`src/rtl/finder_pattern_orderer_assert.svh`:
```
// Assertion macros shared by the finder pattern orderer RTL.
`ifndef FINDER_PATTERN_ORDERER_ASSERT_SVH
`define FINDER_PATTERN_ORDERER_ASSERT_SVH

// Same-cycle implication, sampled on clk, off during rst.
`define FPO_ASSERT_IMP(lbl, ante, cons) \
  lbl: assert property (@(posedge clk) disable iff (rst) (ante) |-> (cons)) \
    else $error("fpo assertion failed");

// Next-cycle implication, sampled on clk, off during rst.
`define FPO_ASSERT_NEXT(lbl, ante, cons) \
  lbl: assert property (@(posedge clk) disable iff (rst) (ante) |=> (cons)) \
    else $error("fpo assertion failed");

`endif

```
`src/rtl/fpo_pkg.sv`:
```
// Shared types and constants of the finder pattern orderer.
`timescale 1ns / 1ps
package fpo_pkg;

  localparam int COORD_BITS = 16;
  localparam int SQ_BITS    = 2 * COORD_BITS + 1;
  localparam int DIFF_BITS  = COORD_BITS + 1;
  localparam int PROD_BITS  = 2 * COORD_BITS + 2;
  localparam int NUM_STAGES = 7;

  typedef logic [COORD_BITS-1:0]       coord_t;
  typedef logic [SQ_BITS-1:0]          sq_t;
  typedef logic signed [DIFF_BITS-1:0] diff_t;
  typedef logic signed [PROD_BITS-1:0] prod_t;
  typedef logic [1:0]                  idx_t;

  localparam idx_t IDX_FIRST  = 2'd0;
  localparam idx_t IDX_SECOND = 2'd1;
  localparam idx_t IDX_THIRD  = 2'd2;

  typedef struct packed {
    coord_t x;
    coord_t y;
  } point_t;

  // Stage enables of a distance lane.
  typedef struct packed {
    logic s1;
    logic s2;
    logic s3;
  } lane_en_t;

  // Stage enables of the merge stage.
  typedef struct packed {
    logic s4;
    logic s5;
    logic s6;
    logic s7;
  } merge_en_t;

  typedef struct packed {
    point_t a;
    point_t b;
    point_t c;
    idx_t   src_a;
    idx_t   src_b;
    idx_t   src_c;
  } result_t;

endpackage

```
`src/rtl/fpo_dist_lane.sv`:
```
// One distance lane: exact squared distance between two points, three stages.
`timescale 1ns / 1ps
module fpo_dist_lane (
  input  logic             clk,
  input  fpo_pkg::lane_en_t en,
  input  fpo_pkg::point_t   p,
  input  fpo_pkg::point_t   q,
  output fpo_pkg::sq_t      sq_dist
);
  import fpo_pkg::*;

  localparam int SQR_BITS = 2 * COORD_BITS;

  coord_t              dx;
  coord_t              dy;
  logic [SQR_BITS-1:0] sx;
  logic [SQR_BITS-1:0] sy;
  logic [SQR_BITS-1:0] dx_w;
  logic [SQR_BITS-1:0] dy_w;

  assign dx_w = {{COORD_BITS{1'b0}}, dx};
  assign dy_w = {{COORD_BITS{1'b0}}, dy};

  always_ff @(posedge clk) begin
    if (en.s1) begin
      dx <= (p.x >= q.x) ? (p.x - q.x) : (q.x - p.x);
      dy <= (p.y >= q.y) ? (p.y - q.y) : (q.y - p.y);
    end
    if (en.s2) begin
      sx <= dx_w * dx_w;
      sy <= dy_w * dy_w;
    end
    if (en.s3) begin
      sq_dist <= {1'b0, sx} + {1'b0, sy};
    end
  end

endmodule

```
`config.mk`:
```
export PLATFORM = sky130hd
export DESIGN_NAME = fpo_dist_lane
export DESIGN_NICKNAME = d
export VERILOG_FILES = /design/src/rtl/finder_pattern_orderer_assert.svh /design/src/rtl/fpo_pkg.sv /design/src/rtl/fpo_dist_lane.sv
export SDC_FILE = /design/constraint.sdc
export NUM_CORES = 1
export LEC_CHECK = 0
export ABC_AREA = 1
export BUFFER_PORTS_ARGS = -buffer_cell sky130_fd_sc_hd__buf_4
export CAP_MARGIN = 10
export CORE_ASPECT_RATIO = 1.1
export CORE_UTILIZATION = 45
export DETAILED_ROUTE_END_ITERATION = 16
export GPL_TIMING_DRIVEN = 0
export PLACE_DENSITY = 0.7
export SYNTH_ARGS = -nofsm -noshare
export SYNTH_HDL_FRONTEND = slang
export SYNTH_SLANG_ARGS = --single-unit
```
`constraint.sdc`:
```
create_clock -name clk -period 6.17 [get_ports clk]
set_input_delay 0 -clock clk [delete_from_list [all_inputs] [get_ports clk]]
set_output_delay 0 -clock clk [all_outputs]
set_load 0.01 [all_outputs]
```
==> results.sh <==
export IMPL_synth_ff_type="edfxtp_1"
export IMPL_hold_violations=0
export IMPL_crit_start="dx[7]$_DFFE_PP_"
export IMPL_synth_compound_area_share_pct=3.36
export IMPL_worstHoldStart="en[2]"
export IMPL_drt_total_wl_um=61200
export IMPL_max_freq_ghz=0.167
export IMPL_syn_num_nets=4324
export IMPL_synth_distinct_cells=40
export IMPL_dr_first_iter_drc_count=1394
export IMPL_skew_ps=14.6
export IMPL_final_cell_mix="nand2_1 (1145), inv_1 (1036), fa_1 (328)"
export IMPL_final_util_pct=49.9
export IMPL_portBuffers=100
export IMPL_fin_ws_ps=194
export IMPL_final_area_um2=28600
export IMPL_slew_headroom_pct=50.0
export IMPL_worstPathRequired_ps=6330
export IMPL_nNetsFinal=4445
export IMPL_arrival_ps=6130
export IMPL_drtAntennaViolNets=0
export IMPL_grt_max_degree=63
export IMPL_syn_to_final_growth_pct=9.28
export IMPL_maxCapViolations=0
export IMPL_cts_max_level=4
export IMPL_ys_seq_area_share_pct=14.5
export IMPL_grt_antenna_before_repair=1
export IMPL_synth_simple_area_share_pct=23.4
export IMPL_overflow=0
export IMPL_numCtsBuffers=17
export IMPL_drv_slew=0
export IMPL_core_um2=57400
export IMPL_clk_pin_slew_ps=70
export IMPL_synth_edf_count=127
export IMPL_yosys_warnings=0
export IMPL_synthArstFlopShare_pct=0
export IMPL_core_rowCount=92
export IMPL_hold_ws_ps=0.311
export IMPL_dr_total_vias=21508
export IMPL_hpwlAfterDp_um=52400
export IMPL_yosys_area_share_adder_pct=39.0
export IMPL_n_antenna_cell=0
export IMPL_syn_area_um2=26200
export IMPL_setup_violations=0
export IMPL_grt_use_total_pct=21.5
export IMPL_route_detailed_drc=0
export IMPL_ys_ff_latch=127
export IMPL_wire_per_inst_um=13.5
export IMPL_cts_sinks=127
export IMPL_die_y_um=255
export IMPL_crit_path_max_fanout=10
export IMPL_finalCritPeriodShare_pct=96.9
export IMPL_final_common_cell="nand2_1"
export IMPL_hp_class="in2reg"
export IMPL_grt_first_pass_wirelength_um=102000
export IMPL_yosys_area_share_xor_xnor_pct=3.31
export IMPL_first_pass_iters=8
export IMPL_io_pins=101
export IMPL_post_route_min_period_ps=5980
export IMPL_placed_cell_area_um2=27900
export IMPL_grt_pass1_vias=21434
export IMPL_clockRootBuffer="clkbuf_16"
export IMPL_die_w_um=232
export IMPL_cts_tree="yes"
export IMPL_worstSkewPairLatency_ps=450
export IMPL_start_util_pct=45.6
export IMPL_outcome="completed"
export IMPL_routed_via_density=4.76
export IMPL_synthCells=3635
export IMPL_synth_top_family_by_area="adder cells"
export IMPL_critical_path_class="reg2reg"
export IMPL_synth_area_per_cell_um2=7.21
export IMPL_drive_gt1_share_pct=7.27
export IMPL_cp_start_kind="flop"
export IMPL_dieArea_um2=59200
export IMPL_gp_congestion=0.944
export IMPL_ctsLongestPathBuffers=2
export IMPL_synthMuxAreaShare_pct=0
export IMPL_endpoint_kind="flop"
export IMPL_r2r_start="dx[7]$_DFFE_PP_"
export IMPL_tightest_slew_ps=750
export IMPL_grt_setup_unrepaired="yes"
export IMPL_dpl_worst_slack_ps=-354
registers in the layout, summed over array words and instances, names as in the netlist:
| signal | count |
|---|---|
| dy | 16 |
| sy | 31 |
| sq_dist | 33 |
| sx | 31 |
| dx | 16 |
routing by layer:
metal	vias up	wire, um	track usage, %
met2	566	30300	38.7
met1	9980	26400	26.9
li1	10849	-	-
met4	0	1500	6.60
met3	113	3020	2.37
met5	-	0	0
through the flow:
stage               TNS, ps  std cells
finish                    0       4521
global route          -49.4       4521
CTS                       0       4517
detailed placement    -3170       4487
global placement      -1910       4487
floorplan                 0       3635
final timing paths:
kind,endpoint,slack [ps],depth (start not counted)
setup / recovery,sx[30]$_DFFE_PP_,190,22
hold / removal,dy[15]$_DFFE_PP_,0.3,1
setup reg to reg,sx[30]$_DFFE_PP_,190,22
hold reg to reg,sq_dist[0]$_DFFE_PP_,560,1
cell families (layout without fill, tap and decap cells):
group	count (synthesis)	after routing
xor gates and xnor gates	99	99
buffers and inverters	1125	1259
adders and majority gates	621	621
DFF	127	127
AOI/OAI and AO/OA	149	149
and+or+nand+nor	1514	1514
worst max-delay path, stage by stage (launching register included):
cell,delay (ps)
edfxtp_1,610
buf_2,350
nand2_1,170
fa_1,540
inv_1,50
fa_1,480
inv_1,60
fa_1,380
inv_1,90
fa_1,440
fa_1,550
inv_1,50
fa_1,510
inv_1,50
ha_1,360
nand2_1,140
inv_1,50
a21oi_1,260
nand2_1,180
nand2_1,130
nand2_1,50
nand2_1,50
nand2_1,130
cell type report:
type                            count  area (um^2)
Clock buffer                       17          425
Inverter                         1043         3920
Sequential cell                   127         3810
Tap cell                          752          941
Buffer                             58          338
Multi-Input combinational cell   2383        18100
Timing Repair Buffer              126          948
Fill cell                        5604        28800
Clock inverter                     15          154
synthesized netlist by cell type, types with 10 or more instances:
master	number	share of area [%]
nand2_1	1145	16
inv_1	1036	15
fa_1	328	25
ha_1	293	14
nor2_1	157	2.2
nand3_1	134	2.6
edfxtp_1	127	15
a21oi_1	98	1.9
xor2_1	75	2.5
clkbuf_1	62	0.89
xnor2_1	24	0.80
o21bai_1	22	0.63
nand4_1	19	0.45
nand2_2	15	0.36
nand3_2	12	0.46
o21ai_2	12	0.40
nor3_1	10	0.19
repair_timing:
item | 4_1_cts | 5_1_grt
setup buffers | 0 | 25
hold buffers | 1 | 0
endpoints found under the hold margin | 1 | 0
setup endpoints to repair | 27 | 39
gates resized for setup | 19 | 41
Power is not shown: default switching activity piles up to over one toggle a cycle in this logic, so the estimate is an artifact.
