--- config.mk ---
export PLATFORM = sky130hd
export DESIGN_NAME = fpo_merge
export DESIGN_NICKNAME = d
export VERILOG_FILES = /design/src/rtl/finder_pattern_orderer_assert.svh /design/src/rtl/fpo_pkg.sv /design/src/rtl/fpo_merge.sv
export SDC_FILE = /design/constraint.sdc
export NUM_CORES = 2
export LEC_CHECK = 0
export ABC_AREA = 1
export BUFFER_PORTS_ARGS = -buffer_cell sky130_fd_sc_hd__buf_2
export CELL_PAD_IN_SITES_DETAIL_PLACEMENT = 1
export CELL_PAD_IN_SITES_GLOBAL_PLACEMENT = 2
export CORE_UTILIZATION = 40
export CTS_CLUSTER_DIAMETER = 100
export CTS_CLUSTER_SIZE = 12
export DETAILED_ROUTE_END_ITERATION = 6
export GPL_ROUTABILITY_DRIVEN = 0
export PLACE_DENSITY = 0.91
export SETUP_SLACK_MARGIN = 0.5
export SYNTH_ARGS = -nofsm -noshare
export SYNTH_HDL_FRONTEND = slang
export SYNTH_SLANG_ARGS = --single-unit
--- constraint.sdc ---
create_clock -name clk -period 8.25 [get_ports clk]
set_input_delay 0.825 -clock clk [delete_from_list [all_inputs] [get_ports clk]]
set_output_delay 0.825 -clock clk [all_outputs]
set_load 0.05 [all_outputs]
--- src/rtl/finder_pattern_orderer_assert.svh ---
// Assertion macros shared by the finder pattern orderer RTL.
`ifndef FINDER_PATTERN_ORDERER_ASSERT_SVH
`define FINDER_PATTERN_ORDERER_ASSERT_SVH

// Same-cycle implication, sampled on clk, off during rst.
`define FPO_ASSERT_IMP(lbl, ante, cons) \
  lbl: assert property (@(posedge clk) disable iff (rst) (ante) |-> (cons)) \
    else $error("fpo assertion failed");

// Next-cycle implication, sampled on clk, off during rst.
`define FPO_ASSERT_NEXT(lbl, ante, cons) \
  lbl: assert property (@(posedge clk) disable iff (rst) (ante) |=> (cons)) \
    else $error("fpo assertion failed");

`endif

--- src/rtl/fpo_pkg.sv ---
// Shared types and constants of the finder pattern orderer.
`timescale 1ns / 1ps
package fpo_pkg;

  localparam int COORD_BITS = 16;
  localparam int SQ_BITS    = 2 * COORD_BITS + 1;
  localparam int DIFF_BITS  = COORD_BITS + 1;
  localparam int PROD_BITS  = 2 * COORD_BITS + 2;
  localparam int NUM_STAGES = 7;

  typedef logic [COORD_BITS-1:0]       coord_t;
  typedef logic [SQ_BITS-1:0]          sq_t;
  typedef logic signed [DIFF_BITS-1:0] diff_t;
  typedef logic signed [PROD_BITS-1:0] prod_t;
  typedef logic [1:0]                  idx_t;

  localparam idx_t IDX_FIRST  = 2'd0;
  localparam idx_t IDX_SECOND = 2'd1;
  localparam idx_t IDX_THIRD  = 2'd2;

  typedef struct packed {
    coord_t x;
    coord_t y;
  } point_t;

  // Stage enables of a distance lane.
  typedef struct packed {
    logic s1;
    logic s2;
    logic s3;
  } lane_en_t;

  // Stage enables of the merge stage.
  typedef struct packed {
    logic s4;
    logic s5;
    logic s6;
    logic s7;
  } merge_en_t;

  typedef struct packed {
    point_t a;
    point_t b;
    point_t c;
    idx_t   src_a;
    idx_t   src_b;
    idx_t   src_c;
  } result_t;

endpackage

--- src/rtl/fpo_merge.sv ---
// Merge stage: picks corner B, forms the cross product, orders A and C.
`timescale 1ns / 1ps
module fpo_merge (
  input  logic               clk,
  input  fpo_pkg::merge_en_t en,
  input  fpo_pkg::point_t    pts [3],
  input  fpo_pkg::sq_t       d01,
  input  fpo_pkg::sq_t       d12,
  input  fpo_pkg::sq_t       d02,
  output fpo_pkg::result_t   result
);
  import fpo_pkg::*;

  // stage 4: selected points
  point_t pa4, pb4, pc4;
  idx_t   ia4, ib4, ic4;
  // stage 5: differences around B
  point_t pa5, pb5, pc5;
  idx_t   ia5, ib5, ic5;
  diff_t  cxb, ayb, cyb, axb;
  // stage 6: products
  point_t pa6, pb6, pc6;
  idx_t   ia6, ib6, ic6;
  prod_t  left, right;

  logic   b_first;
  logic   b_second;

  assign b_first  = (d12 >= d01) && (d12 >= d02);
  assign b_second = (d02 >= d12) && (d02 >= d01);

  function automatic diff_t sdiff(coord_t u, coord_t v);
    return diff_t'({1'b0, u}) - diff_t'({1'b0, v});
  endfunction

  always_ff @(posedge clk) begin
    if (en.s4) begin
      if (b_first) begin
        pb4 <= pts[0]; pa4 <= pts[1]; pc4 <= pts[2];
        ib4 <= IDX_FIRST; ia4 <= IDX_SECOND; ic4 <= IDX_THIRD;
      end else if (b_second) begin
        pb4 <= pts[1]; pa4 <= pts[0]; pc4 <= pts[2];
        ib4 <= IDX_SECOND; ia4 <= IDX_FIRST; ic4 <= IDX_THIRD;
      end else begin
        pb4 <= pts[2]; pa4 <= pts[0]; pc4 <= pts[1];
        ib4 <= IDX_THIRD; ia4 <= IDX_FIRST; ic4 <= IDX_SECOND;
      end
    end
    if (en.s5) begin
      pa5 <= pa4; pb5 <= pb4; pc5 <= pc4;
      ia5 <= ia4; ib5 <= ib4; ic5 <= ic4;
      cxb <= sdiff(pc4.x, pb4.x);
      ayb <= sdiff(pa4.y, pb4.y);
      cyb <= sdiff(pc4.y, pb4.y);
      axb <= sdiff(pa4.x, pb4.x);
    end
    if (en.s6) begin
      pa6 <= pa5; pb6 <= pb5; pc6 <= pc5;
      ia6 <= ia5; ib6 <= ib5; ic6 <= ic5;
      left  <= prod_t'(cxb) * prod_t'(ayb);
      right <= prod_t'(cyb) * prod_t'(axb);
    end
    if (en.s7) begin
      // negative z = left - right swaps A and C
      if (left < right) begin
        result.a <= pc6; result.c <= pa6;
        result.src_a <= ic6; result.src_c <= ia6;
      end else begin
        result.a <= pa6; result.c <= pc6;
        result.src_a <= ia6; result.src_c <= ic6;
      end
      result.b     <= pb6;
      result.src_b <= ib6;
    end
  end

endmodule

==> summary.txt <==
CTS
  – Root Buffer: clkbuf_16
  – Worst-Skew Late Latency: 650 ps
  – H-tree Lvls: 2
  – Clock Sinks: 538
  – Post CTS Setup Buffer Count: 0
  – CTS Hold Bufs: 0
  – Clock-pin slew on the worst setup and hold paths: 60 ps
  – Post_cts resized: 0
  – TritonCTS clock tree: yes
  – Max clock buf depth: 3
  – Total CTS buffers: 52

Global route
  – Largest net degree at the start of global routing: 74
  – Gr busiest metal: met2
  – Vias in the first global route: 38738
  – Global routing usage on met3: 2.71%
  – Grt ovf: 0
  – Met1 Use GR: 30.6%
  – First-pass GRT wire length: 222000 um
  – Antenna violations before repair: 21
  – GR Layer Usage met2: 42.2%
  – Tot GR Track Use: 23.9%

Critical path
  – Crit-path max FO: 17
  – CP Cell Sequence: nand2_1 -> fa_1 -> fa_1 -> fa_1 -> fa_1 -> inv_1 -> fa_1 -> inv_1 -> fa_1 -> inv_1 -> ha_1 -> nand2_1 -> nor2_1 -> inv_1 -> nor3_1 -> nand2_1 -> nand3_1 -> nand2_1 -> nand2_1 -> nand4_1 -> nand3_1 -> nand2_1
  – FF-to-FF Start: cxb[9]
  – Worst path depth: 22
  – Worst setup path endpoint: left[33]
  – Buf/Inv on CP: 4
  – Crit Path Category: reg2reg
  – Critical Path End Type: register
  – Critical Path RT: 8610 ps
  – Largest stage delay, worst path: 930 ps
  – Slowest stage cell, crit path: edfxtp_1
  – CP top delay family: adder cells
  – R2r endpoint: left[33]
  – Cell depth of the worst flop-to-flop path: 22
  – Worst Path Arrival: 6940 ps
  – Worst setup path startpoint: cxb[9]
  – Worst reg2reg setup slack: 1670 ps
  – CP Launch Type: register

Placed design
  – Post-DP HPWL: 116000 um
  – # port buffers: 301
  – Placed cell count: 6679

Timing
  – Slew Limit Fails: 0
  – RSZ-0062 raised after global routing: no
  – Hold Fails Final Rpt: 0
  – Slew @ Worst Pin: 1050 ps
  – Final hold slack: 408 ps
  – Final setup violation count: 0
  – Final TNS setup: 0 ps
  – Clock Skews: 52.5 ps
  – Period utilisation layout: 79.7%
  – Min Tclk post-route: 6580 ps
  – Max Clk Rate: 152 MHz
  – Slew HR: 29.9%

Synth
  – Synth Instances: 5010
  – Synthesized area per cell: 9.54 um2
  – Yosys reg bits: 538
  – Post-synth EDFFs: 538
  – Ys Warns: 0
  – Post-synthesis net count: 6172
  – Synth Flop Type: edfxtp_1
  – Netlist Area Pre-Place: 47800 um2
  – Post-synth ARST share: 0%
  – Netlist cell types: 39
  – Sequential area share after synthesis: 33.8%

Cells and area
  – Layout cell share with drive strength beyond 1: 7.69%
  – Filler cells: 13634
  – Nets: 6359
  – P&R area growth vs syn: 8.83%
  – Final core occ: 44.0%
  – Post-route insts no fill: 6750

Drt
  – DRT iter0 DRCs: 2223
  – Vias: 34566
  – Routed wire length: 142000 um
  – Antenna Nets Post-Route: 0
  – DRC: 0
  – Initial DRT Pass Iterations: 5
  – Via density: 5.12
  – Avg WL per Cell: 21.0 um

Die
  – # IOs: 302
  – Core area: 118000 um2
  – Die Width: 348 um
  – Row cnt: 126
  – Die H: 348 um
  – Initial Utilization: 40.4%
  – Area of the die: 121000 um2

Hold path
  – Min-delay worst type: reg2reg

Flow run
  – Maxcap violations: 0

Status
  – Outcome: completed
==> cells in the final DEF (no fill, tap or decap), types with 52 or more instances in the layout <==
master | Yosys | final
ha_1 | 366 | 366
nand2_1 | 1126 | 1126
edfxtp_1 | 538 | 538
nor2_1 | 162 | 162
fa_1 | 596 | 596
o21ai_0 | 122 | 122
clkbuf_16 | 0 | 52
buf_2 | 18 | 297
inv_1 | 1210 | 1210
xor2_1 | 78 | 78
a21oi_1 | 177 | 177
nand3_1 | 214 | 214
==> cells by family after synthesis <==
logic type	Yosys count	synth area share, %
adders and majority gates	962	34.6
buffers and inverters	1398	11.2
and+or+nand+nor	1590	13.5
DFF	538	33.8
xor gates and xnor gates	128	2.35
AOI/OAI and AO/OA	394	4.52
==> per-stage QoR <==
stage	setup slack [ps]	cell area (um2)
3_3_place_gp	1840	50500
4_1_cts	1700	52000
5_1_grt	1430	52000
2_1_floorplan	2540	47800
3_5_place_dp	1730	50500
6_report	1670	52000
==> worst register-to-register path: stages (launching register included) <==
cell and delay [ps]:
edfxtp_1 930, nand2_1 220, fa_1 570, fa_1 480, fa_1 510, fa_1 590
inv_1 70, fa_1 480, inv_1 50, fa_1 510, inv_1 50, ha_1 370
nand2_1 130, nor2_1 280, inv_1 80, nor3_1 130, nand2_1 90, nand3_1 200
nand2_1 90, nand2_1 160, nand4_1 130, nand3_1 120, nand2_1 50
==> state kept, by name (all words and copies together) (netlist names), 2 cells and up <==
signal / flops
result: 102
left: 34
right: 34
pa4: 32
pa5: 32
pa6: 32
pb4: 32
pb5: 32
pb6: 32
pc4: 32
pc5: 32
pc6: 32
axb: 17
ayb: 17
cxb: 17
cyb: 17
ic4: 2
ic5: 2
ic6: 2
==> per-layer routing <==
metal  part of all wire, %  wire length [um]
met1                    42             59800
met2                    50             71200
met3                   4.5              6420
met4                   3.0              4220
met5                 0.076               107
==> synth_stat cells, types with 7 or more instances <==
cell	n	share of area, %
inv_1	1210	9.5
nand2_1	1126	8.8
fa_1	596	25
edfxtp_1	538	34
ha_1	366	9.6
nand3_1	214	2.2
a21oi_1	177	1.9
nor2_1	162	1.3
clkbuf_1	147	1.2
o21ai_0	122	1.3
xor2_1	78	1.4
xnor2_1	50	0.92
nand4_1	41	0.54
a21o_1	28	0.44
o21ai_1	21	0.22
buf_2	18	0.19
nor3_1	15	0.16
buf_4	11	0.17
or2_2	10	0.13
a21boi_0	9	0.14
nand3b_1	9	0.14
o21bai_1	9	0.14
buf_6	8	0.19
a31oi_1	7	0.092
==> how the worst min path moves through the flow <==
stage	start	slack (ps)	cells after the start	to
CTS	ib6[0]	400	0	result[2]
floorplan	ia4[0]	400	0	ia5[0]
global route	ib6[0]	420	0	result[2]
global placement	pa5[29]	400	0	pa6[29]
finish	ib6[0]	410	0	result[2]
detailed placement	ic5[0]	410	0	ic6[0]
==> final cells by class <==
type | count | area (um2) | share of cell area (%)
Sequential cell | 538 | 16200 | 31.1
Clock inverter | 7 | 110 | 0.212
Inverter | 1211 | 4550 | 8.74
Tap cell | 1536 | 1920 | 3.70
Antenna cell | 10 | 25.0 | 0.0481
Multi-Input combinational cell | 3074 | 26300 | 50.5
Timing Repair Buffer | 320 | 1670 | 3.21
Clock buffer | 54 | 1310 | 2.52
Power is left out: the tool's default activity adds up to more than one toggle a clock period on the data nets, which glitch-free logic cannot reach.
